`src/rtl/cflp_pkg.sv`:
```
// Package: shared types, codes and functions of the framed line parser.
`timescale 1ns / 1ps
`default_nettype none
package cflp_pkg;

    localparam logic [7:0]  CH_COLON  = 8'h3A;
    localparam logic [7:0]  CH_SPACE  = 8'h20;
    localparam logic [7:0]  CH_MINUS  = 8'h2D;
    localparam logic [7:0]  CH_0      = 8'h30;
    localparam logic [7:0]  CH_9      = 8'h39;
    localparam logic [15:0] CRC_INIT  = 16'hFFFF;
    localparam logic [15:0] CRC_POLY  = 16'h1021;
    localparam logic [15:0] MAX_PAY_RESET = 16'd1024;
    localparam int          Q_DEPTH   = 4;
    localparam int          Q_PTR_W   = $clog2(Q_DEPTH);

    // Error flag bit positions
    localparam int ERR_STRUCT = 0;
    localparam int ERR_MINUS  = 1;
    localparam int ERR_PARSE  = 2;
    localparam int ERR_LENGTH = 3;
    localparam int ERR_TRAIL  = 4;
    localparam int ERR_CHECK  = 5;
    localparam int ERR_TYPE   = 6;
    localparam int ERR_W      = 7;

    typedef enum logic [2:0] {
        PH_MAGIC = 3'd0,
        PH_TYPE  = 3'd1,
        PH_LEN   = 3'd2,
        PH_CRC   = 3'd3,
        PH_PAY   = 3'd4,
        PH_TRAIL = 3'd5
    } t_phase;

    typedef enum logic [1:0] {
        KIND_TYPE    = 2'd0,
        KIND_PAYLOAD = 2'd1,
        KIND_STATUS  = 2'd2
    } t_kind;

    typedef enum logic [2:0] {
        ST_OK      = 3'd0,
        ST_HEADER  = 3'd1,
        ST_LENGTH  = 3'd2,
        ST_TRAILER = 3'd3,
        ST_CRC     = 3'd4,
        ST_TYPE    = 3'd5
    } t_status;

    // One queue entry: an optional passed-through byte and an optional status.
    typedef struct packed {
        logic        has_byte;
        t_kind       byte_kind;
        logic [7:0]  data;
        logic        has_status;
        t_status     status;
        logic [15:0] count;
    } t_q_entry;

    function automatic logic [15:0] crc_byte(input logic [15:0] crc, input logic [7:0] b);
        logic [15:0] v;
        v = crc ^ {b, 8'h00};
        for (int k = 0; k < 8; k++) begin
            v = v[15] ? ((v << 1) ^ CRC_POLY) : (v << 1);
        end
        return v;
    endfunction

    // Returns {valid, nibble}
    function automatic logic [4:0] hex_value(input logic [7:0] c);
        logic [7:0] t;
        t = 8'h00;
        if (c inside {[8'h30:8'h39]}) begin
            t = c - 8'h30;
            return {1'b1, t[3:0]};
        end else if (c inside {[8'h41:8'h46]}) begin
            t = c - 8'h37;
            return {1'b1, t[3:0]};
        end else if (c inside {[8'h61:8'h66]}) begin
            t = c - 8'h57;
            return {1'b1, t[3:0]};
        end
        return {1'b0, t[3:0]};
    endfunction

    function automatic logic [7:0] magic_char(input logic [1:0] idx);
        case (idx)
            2'd0:    magic_char = 8'h50;
            2'd1:    magic_char = 8'h56;
            2'd2:    magic_char = 8'h31;
            default: magic_char = 8'h00;
        endcase
    endfunction

endpackage
`default_nettype wire

```
`src/rtl/cflp_if.sv`:
```
// Interfaces: input byte channel and result item channel.
`timescale 1ns / 1ps
`default_nettype none
interface cflp_in_if;
    logic       valid;
    logic       ready;
    logic [7:0] in_byte;
    logic       line_end;

    modport source (output valid, output in_byte, output line_end, input ready);
    modport sink   (input valid, input in_byte, input line_end, output ready);
endinterface

interface cflp_out_if;
    logic        valid;
    logic        ready;
    logic [1:0]  kind;
    logic [7:0]  out_byte;
    logic [2:0]  status;
    logic [15:0] field_count;
    logic        frame_last;

    modport source (output valid, output kind, output out_byte, output status,
                    output field_count, output frame_last, input ready);
    modport sink   (input valid, input kind, input out_byte, input status,
                    input field_count, input frame_last, output ready);
endinterface
`default_nettype wire

```
`src/rtl/cflp_front.sv`:
```
// Front end: accepts line bytes, tracks fields and checks, builds queue entries.
`timescale 1ns / 1ps
`default_nettype none
module cflp_front #(
    parameter int LENGTH_BITS = 32
) (
    input  wire               i_clk,
    input  wire               i_rst_n,
    input  wire               i_cfg_we,
    input  wire [15:0]        i_cfg_data,
    cflp_in_if.sink           i_in,
    input  wire               i_full,
    output logic              o_push,
    output cflp_pkg::t_q_entry o_entry
);
    import cflp_pkg::*;

    t_phase                   r_phase, n_phase;
    logic [2:0]               r_byte_index, n_byte_index;
    logic [2:0]               r_digit_count, n_digit_count;
    logic [LENGTH_BITS-1:0]   r_len, n_len;
    logic [15:0]              r_exp, n_exp;
    logic [15:0]              r_crc, n_crc;
    logic [15:0]              r_left, n_left;
    logic [ERR_W-1:0]         r_err, n_err;
    logic [15:0]              r_max_payload;

    logic                     w_accept;
    logic [7:0]               c;
    logic                     w_colon;
    logic [LENGTH_BITS+3:0]   w_len_ext;
    logic [LENGTH_BITS+3:0]   w_len_x10;
    logic                     w_len_big;
    logic [4:0]               w_hex;
    logic [ERR_W-1:0]         w_flags;
    t_status                  w_status;

    assign i_in.ready = ~i_full;
    assign w_accept   = i_in.valid & ~i_full;
    assign c          = i_in.in_byte;
    assign w_colon    = (c == CH_COLON);
    assign w_len_ext  = {4'b0000, r_len};
    assign w_len_x10  = (w_len_ext << 3) + (w_len_ext << 1) + {{LENGTH_BITS{1'b0}}, c[3:0]};
    assign w_len_big  = {1'b0, r_len} > (LENGTH_BITS + 1)'(17'h0FFFF);
    assign w_hex      = hex_value(c);

    always_comb begin
        n_phase       = r_phase;
        n_byte_index  = r_byte_index;
        n_digit_count = r_digit_count;
        n_len         = r_len;
        n_exp         = r_exp;
        n_crc         = r_crc;
        n_left        = r_left;
        n_err         = r_err;
        o_entry       = '0;
        w_flags       = '0;
        w_status      = ST_OK;

        case (r_phase)
            PH_MAGIC: begin
                if (w_colon) begin
                    if (r_byte_index != 3'd3) n_err[ERR_STRUCT] = 1'b1;
                    n_phase       = PH_TYPE;
                    n_digit_count = 3'd0;
                end else begin
                    if (r_byte_index >= 3'd3 || c != magic_char(r_byte_index[1:0])) begin
                        n_err[ERR_STRUCT] = 1'b1;
                    end
                    if (r_byte_index < 3'd4) n_byte_index = r_byte_index + 3'd1;
                end
            end
            PH_TYPE: begin
                n_crc = crc_byte(r_crc, c);
                if (w_colon) begin
                    n_phase       = PH_LEN;
                    n_digit_count = 3'd0;
                end else begin
                    if (c[7]) n_err[ERR_TYPE] = 1'b1;
                    o_entry.has_byte  = 1'b1;
                    o_entry.byte_kind = KIND_TYPE;
                    o_entry.data      = c;
                end
            end
            PH_LEN: begin
                if (w_colon) begin
                    if (r_digit_count == 3'd0) n_err[ERR_PARSE] = 1'b1;
                    n_phase       = PH_CRC;
                    n_digit_count = 3'd0;
                end else begin
                    if (r_digit_count == 3'd0 && c == CH_MINUS) n_err[ERR_MINUS] = 1'b1;
                    if (!(c inside {[CH_0:CH_9]})) begin
                        n_err[ERR_PARSE] = 1'b1;
                    end else if (!r_err[ERR_PARSE]) begin
                        // Overflow when the scaled value no longer fits
                        if (|w_len_x10[LENGTH_BITS+3:LENGTH_BITS]) begin
                            n_err[ERR_PARSE] = 1'b1;
                        end else begin
                            n_len = w_len_x10[LENGTH_BITS-1:0];
                        end
                    end
                    if (r_digit_count < 3'd7) n_digit_count = r_digit_count + 3'd1;
                end
            end
            PH_CRC: begin
                if (w_colon) begin
                    if (r_digit_count == 3'd0 || r_digit_count > 3'd4) n_err[ERR_PARSE] = 1'b1;
                    if (r_len > LENGTH_BITS'(r_max_payload)) n_err[ERR_LENGTH] = 1'b1;
                    n_left        = w_len_big ? 16'hFFFF : r_len[15:0];
                    n_phase       = (n_left != 16'd0) ? PH_PAY : PH_TRAIL;
                    n_digit_count = 3'd0;
                end else begin
                    if (!w_hex[4]) n_err[ERR_PARSE] = 1'b1;
                    else           n_exp = {r_exp[11:0], w_hex[3:0]};
                    if (r_digit_count < 3'd7) n_digit_count = r_digit_count + 3'd1;
                end
            end
            PH_PAY: begin
                n_crc             = crc_byte(r_crc, c);
                o_entry.has_byte  = 1'b1;
                o_entry.byte_kind = KIND_PAYLOAD;
                o_entry.data      = c;
                n_left            = r_left - 16'd1;
                if (n_left == 16'd0) n_phase = PH_TRAIL;
            end
            default: begin
                if (c != CH_SPACE) n_err[ERR_TRAIL] = 1'b1;
            end
        endcase

        // Judge the line on its final byte
        w_flags = n_err;
        if (n_phase inside {PH_MAGIC, PH_TYPE, PH_LEN, PH_CRC}) w_flags[ERR_STRUCT] = 1'b1;
        if (n_phase == PH_PAY) w_flags[ERR_LENGTH] = 1'b1;
        if (n_crc != n_exp)    w_flags[ERR_CHECK]  = 1'b1;

        if (w_flags[ERR_STRUCT])      w_status = ST_HEADER;
        else if (w_flags[ERR_MINUS])  w_status = ST_LENGTH;
        else if (w_flags[ERR_PARSE])  w_status = ST_HEADER;
        else if (w_flags[ERR_LENGTH]) w_status = ST_LENGTH;
        else if (w_flags[ERR_TRAIL])  w_status = ST_TRAILER;
        else if (w_flags[ERR_CHECK])  w_status = ST_CRC;
        else if (w_flags[ERR_TYPE])   w_status = ST_TYPE;
        else                          w_status = ST_OK;

        if (i_in.line_end) begin
            o_entry.has_status = 1'b1;
            o_entry.status     = w_status;
            o_entry.count      = (w_status == ST_OK) ? n_len[15:0] : 16'd0;
            n_phase            = PH_MAGIC;
            n_byte_index       = 3'd0;
            n_digit_count      = 3'd0;
            n_len              = '0;
            n_exp              = 16'd0;
            n_crc              = CRC_INIT;
            n_left             = 16'd0;
            n_err              = '0;
        end
    end

    assign o_push = w_accept & (o_entry.has_byte | o_entry.has_status);

    always_ff @(posedge i_clk) begin
        if (!i_rst_n) begin
            r_phase       <= PH_MAGIC;
            r_byte_index  <= 3'd0;
            r_digit_count <= 3'd0;
            r_len         <= '0;
            r_exp         <= 16'd0;
            r_crc         <= CRC_INIT;
            r_left        <= 16'd0;
            r_err         <= '0;
        end else if (w_accept) begin
            r_phase       <= n_phase;
            r_byte_index  <= n_byte_index;
            r_digit_count <= n_digit_count;
            r_len         <= n_len;
            r_exp         <= n_exp;
            r_crc         <= n_crc;
            r_left        <= n_left;
            r_err         <= n_err;
        end
    end

    always_ff @(posedge i_clk) begin
        if (!i_rst_n) begin
            r_max_payload <= MAX_PAY_RESET;
        end else if (i_cfg_we) begin
            r_max_payload <= i_cfg_data;
        end
    end

endmodule
`default_nettype wire

```
`src/rtl/cflp_queue.sv`:
```
// Queue: short FIFO of entries between the front end and the back end.
`timescale 1ns / 1ps
`default_nettype none
module cflp_queue (
    input  wire                     i_clk,
    input  wire                     i_rst_n,
    input  wire                     i_push,
    input  wire cflp_pkg::t_q_entry i_data,
    input  wire                     i_pop,
    output cflp_pkg::t_q_entry      o_head,
    output logic                    o_empty,
    output logic                    o_full
);
    import cflp_pkg::*;

    t_q_entry           r_mem [Q_DEPTH];
    logic [Q_PTR_W-1:0] r_wr_ptr;
    logic [Q_PTR_W-1:0] r_rd_ptr;
    logic [Q_PTR_W:0]   r_count;
    logic               w_pop;

    assign o_empty = (r_count == '0);
    assign o_full  = (r_count == (Q_PTR_W + 1)'(Q_DEPTH));
    assign o_head  = r_mem[r_rd_ptr];
    assign w_pop   = i_pop & ~o_empty;

    always_ff @(posedge i_clk) begin
        if (i_push) r_mem[r_wr_ptr] <= i_data;
    end

    always_ff @(posedge i_clk) begin
        if (!i_rst_n) begin
            r_wr_ptr <= '0;
            r_rd_ptr <= '0;
            r_count  <= '0;
        end else begin
            if (i_push) r_wr_ptr <= r_wr_ptr + Q_PTR_W'(1);
            if (w_pop)  r_rd_ptr <= r_rd_ptr + Q_PTR_W'(1);
            case ({i_push, w_pop})
                2'b10:   r_count <= r_count + (Q_PTR_W + 1)'(1);
                2'b01:   r_count <= r_count - (Q_PTR_W + 1)'(1);
                default: r_count <= r_count;
            endcase
        end
    end

endmodule
`default_nettype wire

```
`src/rtl/cflp_back.sv`:
```
// Back end: splits queue entries into result items and holds the output register.
`timescale 1ns / 1ps
`default_nettype none
module cflp_back (
    input  wire                     i_clk,
    input  wire                     i_rst_n,
    input  wire cflp_pkg::t_q_entry i_head,
    input  wire                     i_empty,
    output logic                    o_pop,
    cflp_out_if.source              o_out
);
    import cflp_pkg::*;

    logic        r_valid;
    t_kind       r_kind;
    logic [7:0]  r_byte;
    t_status     r_status;
    logic [15:0] r_count;
    logic        r_last;
    logic        r_byte_done;

    logic        w_load;
    logic        w_take_byte;

    assign w_load      = ~i_empty & (~r_valid | o_out.ready);
    // Byte half goes first; the status half follows from the same entry
    assign w_take_byte = i_head.has_byte & ~r_byte_done;
    assign o_pop       = w_load & ~(w_take_byte & i_head.has_status);

    always_ff @(posedge i_clk) begin
        if (!i_rst_n) begin
            r_valid     <= 1'b0;
            r_byte_done <= 1'b0;
        end else if (w_load) begin
            r_valid     <= 1'b1;
            r_byte_done <= w_take_byte & i_head.has_status;
        end else if (o_out.ready) begin
            r_valid     <= 1'b0;
        end
    end

    always_ff @(posedge i_clk) begin
        if (w_load) begin
            if (w_take_byte) begin
                r_kind   <= i_head.byte_kind;
                r_byte   <= i_head.data;
                r_status <= ST_OK;
                r_count  <= 16'd0;
                r_last   <= 1'b0;
            end else begin
                r_kind   <= KIND_STATUS;
                r_byte   <= 8'h00;
                r_status <= i_head.status;
                r_count  <= i_head.count;
                r_last   <= 1'b1;
            end
        end
    end

    assign o_out.valid       = r_valid;
    assign o_out.kind        = r_kind;
    assign o_out.out_byte    = r_byte;
    assign o_out.status      = r_status;
    assign o_out.field_count = r_count;
    assign o_out.frame_last  = r_last;

endmodule
`default_nettype wire

```
`src/rtl/crc_framed_line_parser.sv`:
```
// Top level: framed text line parser with CRC-16 check.
//
// Usage: feed one raw byte of a line per transaction on i_in (in_byte, with
// line_end set on the final byte). Lines look like PV1:type:len:crc:payload
// followed by optional spaces. Type and payload bytes come out on o_out as
// they arrive (kind type or payload), tentatively; the final byte of each
// line also yields one status transaction (kind status, frame_last set) that
// says whether the line was good, plus the payload length when it was.
// Throughput: one input byte per cycle while the queue is not full; every byte
// is classified and the CRC advanced by a byte-wide update in the same cycle.
// A byte that yields two results (a type or payload byte plus status) occupies
// the output twice, which the four-entry queue absorbs.
// Path: the queue is written at the edge that accepts the byte; the output
// register then loads the entry from the queue head and drives o_out, where
// the result waits until the receiver takes it.
// Stall: when the receiver holds ready low the output register holds, the
// queue fills, and i_in.ready drops once the queue is full.
// Reset: synchronous, active low; clears line state, empties the queue and
// sets max_payload to 1024. Write max_payload via i_cfg_we/i_cfg_data only
// while the block is idle.
`timescale 1ns / 1ps
`default_nettype none
module crc_framed_line_parser #(
    parameter int LENGTH_BITS = 32
) (
    input  wire        i_clk,
    input  wire        i_rst_n,
    input  wire        i_cfg_we,
    input  wire [15:0] i_cfg_data,
    cflp_in_if.sink    i_in,
    cflp_out_if.source o_out
);
    import cflp_pkg::*;

    t_q_entry w_entry;
    t_q_entry w_head;
    logic     w_push;
    logic     w_pop;
    logic     w_empty;
    logic     w_full;

    // Front: parse and classify each byte, push entries
    cflp_front #(
        .LENGTH_BITS (LENGTH_BITS)
    ) u_front (
        .i_clk      (i_clk),
        .i_rst_n    (i_rst_n),
        .i_cfg_we   (i_cfg_we),
        .i_cfg_data (i_cfg_data),
        .i_in       (i_in),
        .i_full     (w_full),
        .o_push     (w_push),
        .o_entry    (w_entry)
    );

    // Queue: decouple parsing from output stalls
    cflp_queue u_queue (
        .i_clk   (i_clk),
        .i_rst_n (i_rst_n),
        .i_push  (w_push),
        .i_data  (w_entry),
        .i_pop   (w_pop),
        .o_head  (w_head),
        .o_empty (w_empty),
        .o_full  (w_full)
    );

    // Back: expand entries into result transactions
    cflp_back u_back (
        .i_clk   (i_clk),
        .i_rst_n (i_rst_n),
        .i_head  (w_head),
        .i_empty (w_empty),
        .o_pop   (w_pop),
        .o_out   (o_out)
    );

endmodule
`default_nettype wire
```
`src/flat_wrapper.sv`:
```
// flat-port wrapper written by rule: the top's interface ports become plain ports
module crc_framed_line_parser_flat import cflp_pkg::*;
#(
    parameter int LENGTH_BITS = 32
)
  (i_clk, i_rst_n, i_cfg_we, i_cfg_data, i_in_valid, i_in_in_byte, i_in_line_end, i_in_ready, o_out_valid, o_out_kind, o_out_out_byte, o_out_status, o_out_field_count, o_out_frame_last, o_out_ready);
  cflp_in_if i_in_i ();
  cflp_out_if o_out_i ();
  input  wire i_clk;
  input  wire i_rst_n;
  input  wire i_cfg_we;
  input  wire [15:0] i_cfg_data;
  input wire logic [$bits(i_in_i.valid)-1:0] i_in_valid;
  input wire logic [$bits(i_in_i.in_byte)-1:0] i_in_in_byte;
  input wire logic [$bits(i_in_i.line_end)-1:0] i_in_line_end;
  output wire logic [$bits(i_in_i.ready)-1:0] i_in_ready;
  output wire logic [$bits(o_out_i.valid)-1:0] o_out_valid;
  output wire logic [$bits(o_out_i.kind)-1:0] o_out_kind;
  output wire logic [$bits(o_out_i.out_byte)-1:0] o_out_out_byte;
  output wire logic [$bits(o_out_i.status)-1:0] o_out_status;
  output wire logic [$bits(o_out_i.field_count)-1:0] o_out_field_count;
  output wire logic [$bits(o_out_i.frame_last)-1:0] o_out_frame_last;
  input wire logic [$bits(o_out_i.ready)-1:0] o_out_ready;
  assign i_in_i.valid = i_in_valid;
  assign i_in_i.in_byte = i_in_in_byte;
  assign i_in_i.line_end = i_in_line_end;
  assign i_in_ready = i_in_i.ready;
  assign o_out_valid = o_out_i.valid;
  assign o_out_kind = o_out_i.kind;
  assign o_out_out_byte = o_out_i.out_byte;
  assign o_out_status = o_out_i.status;
  assign o_out_field_count = o_out_i.field_count;
  assign o_out_frame_last = o_out_i.frame_last;
  assign o_out_i.ready = o_out_ready;
  crc_framed_line_parser #(.LENGTH_BITS(LENGTH_BITS)) u_core (.i_clk(i_clk), .i_rst_n(i_rst_n), .i_cfg_we(i_cfg_we), .i_cfg_data(i_cfg_data), .i_in(i_in_i), .o_out(o_out_i));
endmodule
```
`config.mk`:
```
export PLATFORM = sky130hd
export DESIGN_NAME = crc_framed_line_parser_flat
export DESIGN_NICKNAME = d
export VERILOG_FILES = /design/src/rtl/cflp_pkg.sv /design/src/rtl/cflp_if.sv /design/src/rtl/cflp_front.sv /design/src/rtl/cflp_queue.sv /design/src/rtl/cflp_back.sv /design/src/rtl/crc_framed_line_parser.sv /design/src/flat_wrapper.sv
export SDC_FILE = /design/constraint.sdc
export NUM_CORES = 1
export LEC_CHECK = 0
export BUFFER_PORTS_ARGS = -buffer_cell sky130_fd_sc_hd__clkbuf_2
export CAP_MARGIN = 0
export CELL_PAD_IN_SITES_DETAIL_PLACEMENT = 1
export CELL_PAD_IN_SITES_GLOBAL_PLACEMENT = 2
export CORE_MARGIN = 10
export CORE_UTILIZATION = 38
export DETAILED_ROUTE_END_ITERATION = 7
export PLACE_DENSITY_LB_ADDON = 0.1
export SKIP_CTS_REPAIR_TIMING = 1
export SLEW_MARGIN = 30
export SYNTH_ARGS = -nofsm -noshare
export SYNTH_HDL_FRONTEND = slang
export SYNTH_SLANG_ARGS = --single-unit
```
`constraint.sdc`:
```
create_clock -name i_clk -period 5.94 [get_ports i_clk]
set_input_delay 1.782 -clock i_clk [delete_from_list [all_inputs] [get_ports i_clk]]
set_output_delay 1.782 -clock i_clk [all_outputs]
set_load 0.02 [all_outputs]
```
# Word-level counts from Yosys, hierarchy flattened
# Memory sizes are Yosys's and may differ from the RTL's. A register that Yosys moved wholly into a read port is not among the register bits.
# Index checks and enable logic that the tools add are counted.
dict set report word_totals {
  memories 1
  inputBits 30
  out_inout_bits 32
  mem_bits_rw 124
  reg_bits 150
  wordCells 226
}
dict set report classes {
  n_lt_le_gt_ge 12
  addsub 12
  reduce_logical 32
  muxes 101
  eq_ne 25
  bitwise 23
}
# name words width read_ports rd_clocked_by_memory_dff write_ports line
set memory_table {}
lappend memory_table {u_core.u_queue.r_mem 4 31 1 1 1 cflp_queue.sv:16} ;# t_q_entry r_mem [Q_DEPTH];
# op n
set op_table {}
lappend op_table {{$mux 32} 6}
lappend op_table {{$mux 16} 10}
lappend op_table {{$mux 13} 8}
lappend op_table {{$mux 3} 21}
lappend op_table {{$add 35x33->36} 1}
lappend op_table {{$add 36x4->36} 1}
lappend op_table {{$mux 1} 35}
lappend op_table {{$gt 32x16->1} 1}
lappend op_table {{$gt 32x16->1 const B} 1}
lappend op_table {{$pmux 16 s2} 1}
lappend op_table {{$not 3->3} 8}
lappend op_table {{$pmux 11 s2} 1}
lappend op_table {{$pmux 7 s3} 1}
lappend op_table {{$mux 20} 1}
lappend op_table {{$mux 5} 4}
lappend op_table {{$eq 8x6->1 const B} 2}
lappend op_table {{$ge 8x7->1 const B} 2}
lappend op_table {{$le 8x7->1 const B} 2}
lappend op_table {{$logic_not 16->1} 1}
lappend op_table {{$mux 8} 2}
lappend op_table {{$ne 16x16->1} 1}
lappend op_table {{$reduce_bool 16->1} 1}
lappend op_table {{$sub 16x1->16 const B} 1}
lappend op_table {{$xor 16x16->16} 1}
lappend op_table {{45 further kinds} 92}

# Depth between registers and ports, before layout
dict set report logic_depth {
  ltp_word 33
  depth_mapped 16
  mapped_depth_nobuf 15
}

# By module
# From an unflattened synthesis, not the netlist that was laid out.
dict set report unflattened {
  hier_cells 1458
  area_unflattened_um2 15786.4
}
# module seq_area_each_um2 cells_each area_each_um2 n_inst
set by_module_without_submodules {}
lappend by_module_without_submodules {cflp_front 2222.1 1175 9572.9 1}
lappend by_module_without_submodules {cflp_queue 3903.7 210 4943.5 1}
lappend by_module_without_submodules {cflp_back 940.9 73 1270.0 1}

# Worst setup path after synthesis
# No wires, ideal clock.
dict set report synth_timing {
  kind {input to register}
  from {input port i_in_in_byte[3]}
  to {memory u_core.u_queue.r_mem[0][10] (netlist bit), data pin}
  setup_ns 0.176
  arrival_ns 5.647
  cell_stages 16
  required_time_ns 5.764
  path_slack_ns 0.117
  n_path_buf 3
  cell_sequence {buf_2 > inv_1 > fa_1 > inv_1 > fa_1 > a21oi_1 > o211ai_1 > nand3_1 > a21boi_1 > a311o_1 > o22a_1 > or4_1 > buf_2 > a2111o_1 > buf_6 > nor3_2}
}
# item line
set synth_lines {}
lappend synth_lines {{start, declared} flat_wrapper.sv:14} ;# input wire logic [$bits(i_in_i.in_byte)-1:0] i_in_in_byte;
lappend synth_lines {{end, declared} cflp_queue.sv:16}

==> results.toml <==
[outcome]
outcome = "finished clean"

[sta]
slew_viol_final = 0
layout_setup_ws_ns = 0.348
setup_tns_ns = 0
fin_crit_ns = 5.59
tightest_slew_ns = 0.853
hold_viol = 0
fin_skew_ns = 0.0254
setup_viol = 0
fmax_mhz = 179
timing.hold.ws_ns = 0.470
period_share_pct = 94.1
rsz0062_at_grt = "no"
slew_headroom_pct = 42.9

[clock_network]
cts_sinks = 272
clk_pin_slew_worst_paths_ns = 0.06
h-tree-depth = 1
cts_tree = "yes"
cts_made_buffers = 31
cts_root_buf = "clkbuf_16"
clockBufferDepth = 3
clk_latency_ns = 0.60

[layout]
antenna_cells = 0
nFillCells = 4299
nNetsFinal = 1653
drive_gt1_share_pct = 14.4
syn2layout_area_growth_pct = 14.7

[power]
ir_worst_vdd_mv = 0.249
power_density_nw_per_um2 = 310
leakagePower_uw = 0.00675

[route]
viasPerCell = 5.54
m1WireLength_um = 21300
vias = 11400
first_pass_iters = 5
drt-initial-drc-count = 578
routed_wl_um = 44000
met3_length_um = 1470
routedWlPerCell_um = 21.3
drc = 0
antenna_left = 0
met2_length_um = 20500
dr.max_layer_used = "met4"

[floorplan]
io_pins = 62
fp-row-count = 72
die_w_um = 219
start_util_pct = 38.7
die_area_um2 = 48000
coreArea_um2 = 38900
dieHeight_um = 219

[logic_synthesis]
yosysTopAreaCellShare_pct = 29.9
synth_ff_type = "edfxtp_1"
synth_compound_area_share_pct = 14.7
async_reset_ff_share_pct = 0
ys_warn_count = 0
syn_nets = 1570
synth_common_cells = "edfxtp_1 (150), dfxtp_1 (122), nand2_1 (106), ha_1 (99), nor2_1 (98)"
netlist_area_um2 = 15100
synth_edf_count = 150
synthXorXnorAreaFrac_pct = 4.53
synthTopCellsByArea = "edfxtp_1 (30%), dfxtp_1 (16%), ha_1 (8.2%)"
synth_top_family_by_area = "simple AND/OR/NAND/NOR gates"
synth-simple-area-share_pct = 15.0
synth.avg_cell_area_um2 = 10.5
synth-seq-cells = 272
syn_inst = 1438
synth_most_common_cell = "edfxtp_1"
yosys.cell_types.count = 74
muxShareOfSynthArea_pct = 7.61
synthAdderAreaFrac_pct = 8.62
synth_top_cell_by_area = "edfxtp_1"
yosysSeqAreaShare_pct = 46.1

[grt]
grt_max_degree = 64
grt_overflow = 0
grt_pass1_vias = 12200
antenna_found_initial = 0
grt_pass1_wl_um = 70900
grt_use_total_pct = 18.5

[setup_path]
worst_ep_arrival_time_ns = 5.97
cp_max_fo = 7
path_class = "primary input to flip-flop"
critPathLaunchType = "primary input"
critPathRequiredTime_ns = 6.32
end_kind = "flip-flop"

[placed_design]
routabilityCongestion = 0.837
port_buffers = 61
hpwl_um = 32000
dp_slack_ns = -0.257

[min_path]
hold_path.class = "flip-flop to flip-flop"

[job]
maxCapViolations = 0
## routing by layer
metal | up-vias | global-route usage [%]
li1 | 5520 | -
met2 | 171 | 30.7
met3 | 44 | 2.04
met1 | 5700 | 25.6
met4 | 0 | 3.47
met5 | - | 0
## critical path: stages
cell      delay (ns)
clkbuf_2        0.09
inv_1           0.09
fa_1            0.55
inv_1           0.07
fa_1            0.45
a21oi_1         0.22
o211ai_1        0.18
nand3_1         0.14
a21boi_1        0.11
a311o_1         0.38
o22a_1          0.19
or4_1           0.58
a2111o_1        0.61
buf_4           0.25
nor3_2          0.29
## layout by cell type, fill, tap and decap left out, types with 9 or more instances in the layout
cell type    n
clkbuf_16   31
o21ai_0     77
buf_4       56
inv_1       57
o22ai_1     15
a22oi_1     23
o211ai_1    14
a21o_1      14
nand4_1     17
clkbuf_1     9
or3_1        9
a22o_1      23
mux4_2      30
nor3_2      10
edfxtp_1   150
clkbuf_2    61
o21bai_1    11
nor2_1      98
and2_1      28
nor2b_1     26
a21oi_1     92
ha_1        99
nand2_1    106
and3_1      17
nand3_1     41
xor2_1      30
nor4_1      17
nor3_1      34
xnor2_1     48
dfxtp_1    121
mux2i_1     47
## metrics by stage
step / instances / util [%] / total power, uW / area, um^2
after floorplan: 1438 / - / 3040 / 15100
after global placement: 2006 / 41.6 / 3370 / 16200
after detailed placement: 2006 / 41.6 / 3400 / 16200
after CTS: 2064 / 44.4 / 5460 / 17300
after global routing: 2064 / 44.4 / 5630 / 17300
final: 2064 / 44.4 / 5360 / 17300
## worst paths after layout
path | from | endpoint | slack [ns] | cells past startpoint
worst min register to register | u_core.u_front.r_byte_index[2] | u_core.u_front.r_byte_index[2] | 0.47 | 2
worst max-delay path | i_in_in_byte[3] | u_core.u_queue.r_mem[1][6] | 0.35 | 15
worst max register to register | u_core.u_front.r_len[0] | u_core.u_queue.r_mem[1][6] | 1.03 | 14
worst min-delay path | u_core.u_front.r_byte_index[2] | u_core.u_front.r_byte_index[2] | 0.47 | 2
## where the power goes
part           total [uW]  switching [uW]  internal, uW
clock                2040             804          1240
sequential           2290            68.5          2220
combinational        1030             637           396
## cell type report
cell class / instances / area, um^2 / area share [%]
tap: 518 / 648 / 3.75
sequential: 272 / 6950 / 40.2
clock inverter: 17 / 253 / 1.46
multi-input combinational: 1040 / 7640 / 44.2
timing repair buffer: 118 / 746 / 4.32
clock buffer: 41 / 823 / 4.77
inverter: 58 / 218 / 1.26
## state kept, by name, summed over array words and instances (netlist names), 6 cells and up, named ones only
signal,count
u_core.u_front.r_max_payload,16
u_core.u_front.r_len,32
u_core.u_front.r_err,6
u_core.u_front.r_crc,16
u_core.u_back.o_out.field_count,16
u_core.u_front.r_left,16
u_core.u_back.o_out.out_byte,8
u_core.u_queue.r_mem,120
u_core.u_front.r_exp,16
## cell families after synthesis
family	count (synthesis)
flops	272
buf+inv	126
mux	77
compound gates	343
xor+xnor	78
fa+ha+maj	102
simple gates	440
No activity file was read; power rests on OpenSTA's default activity.
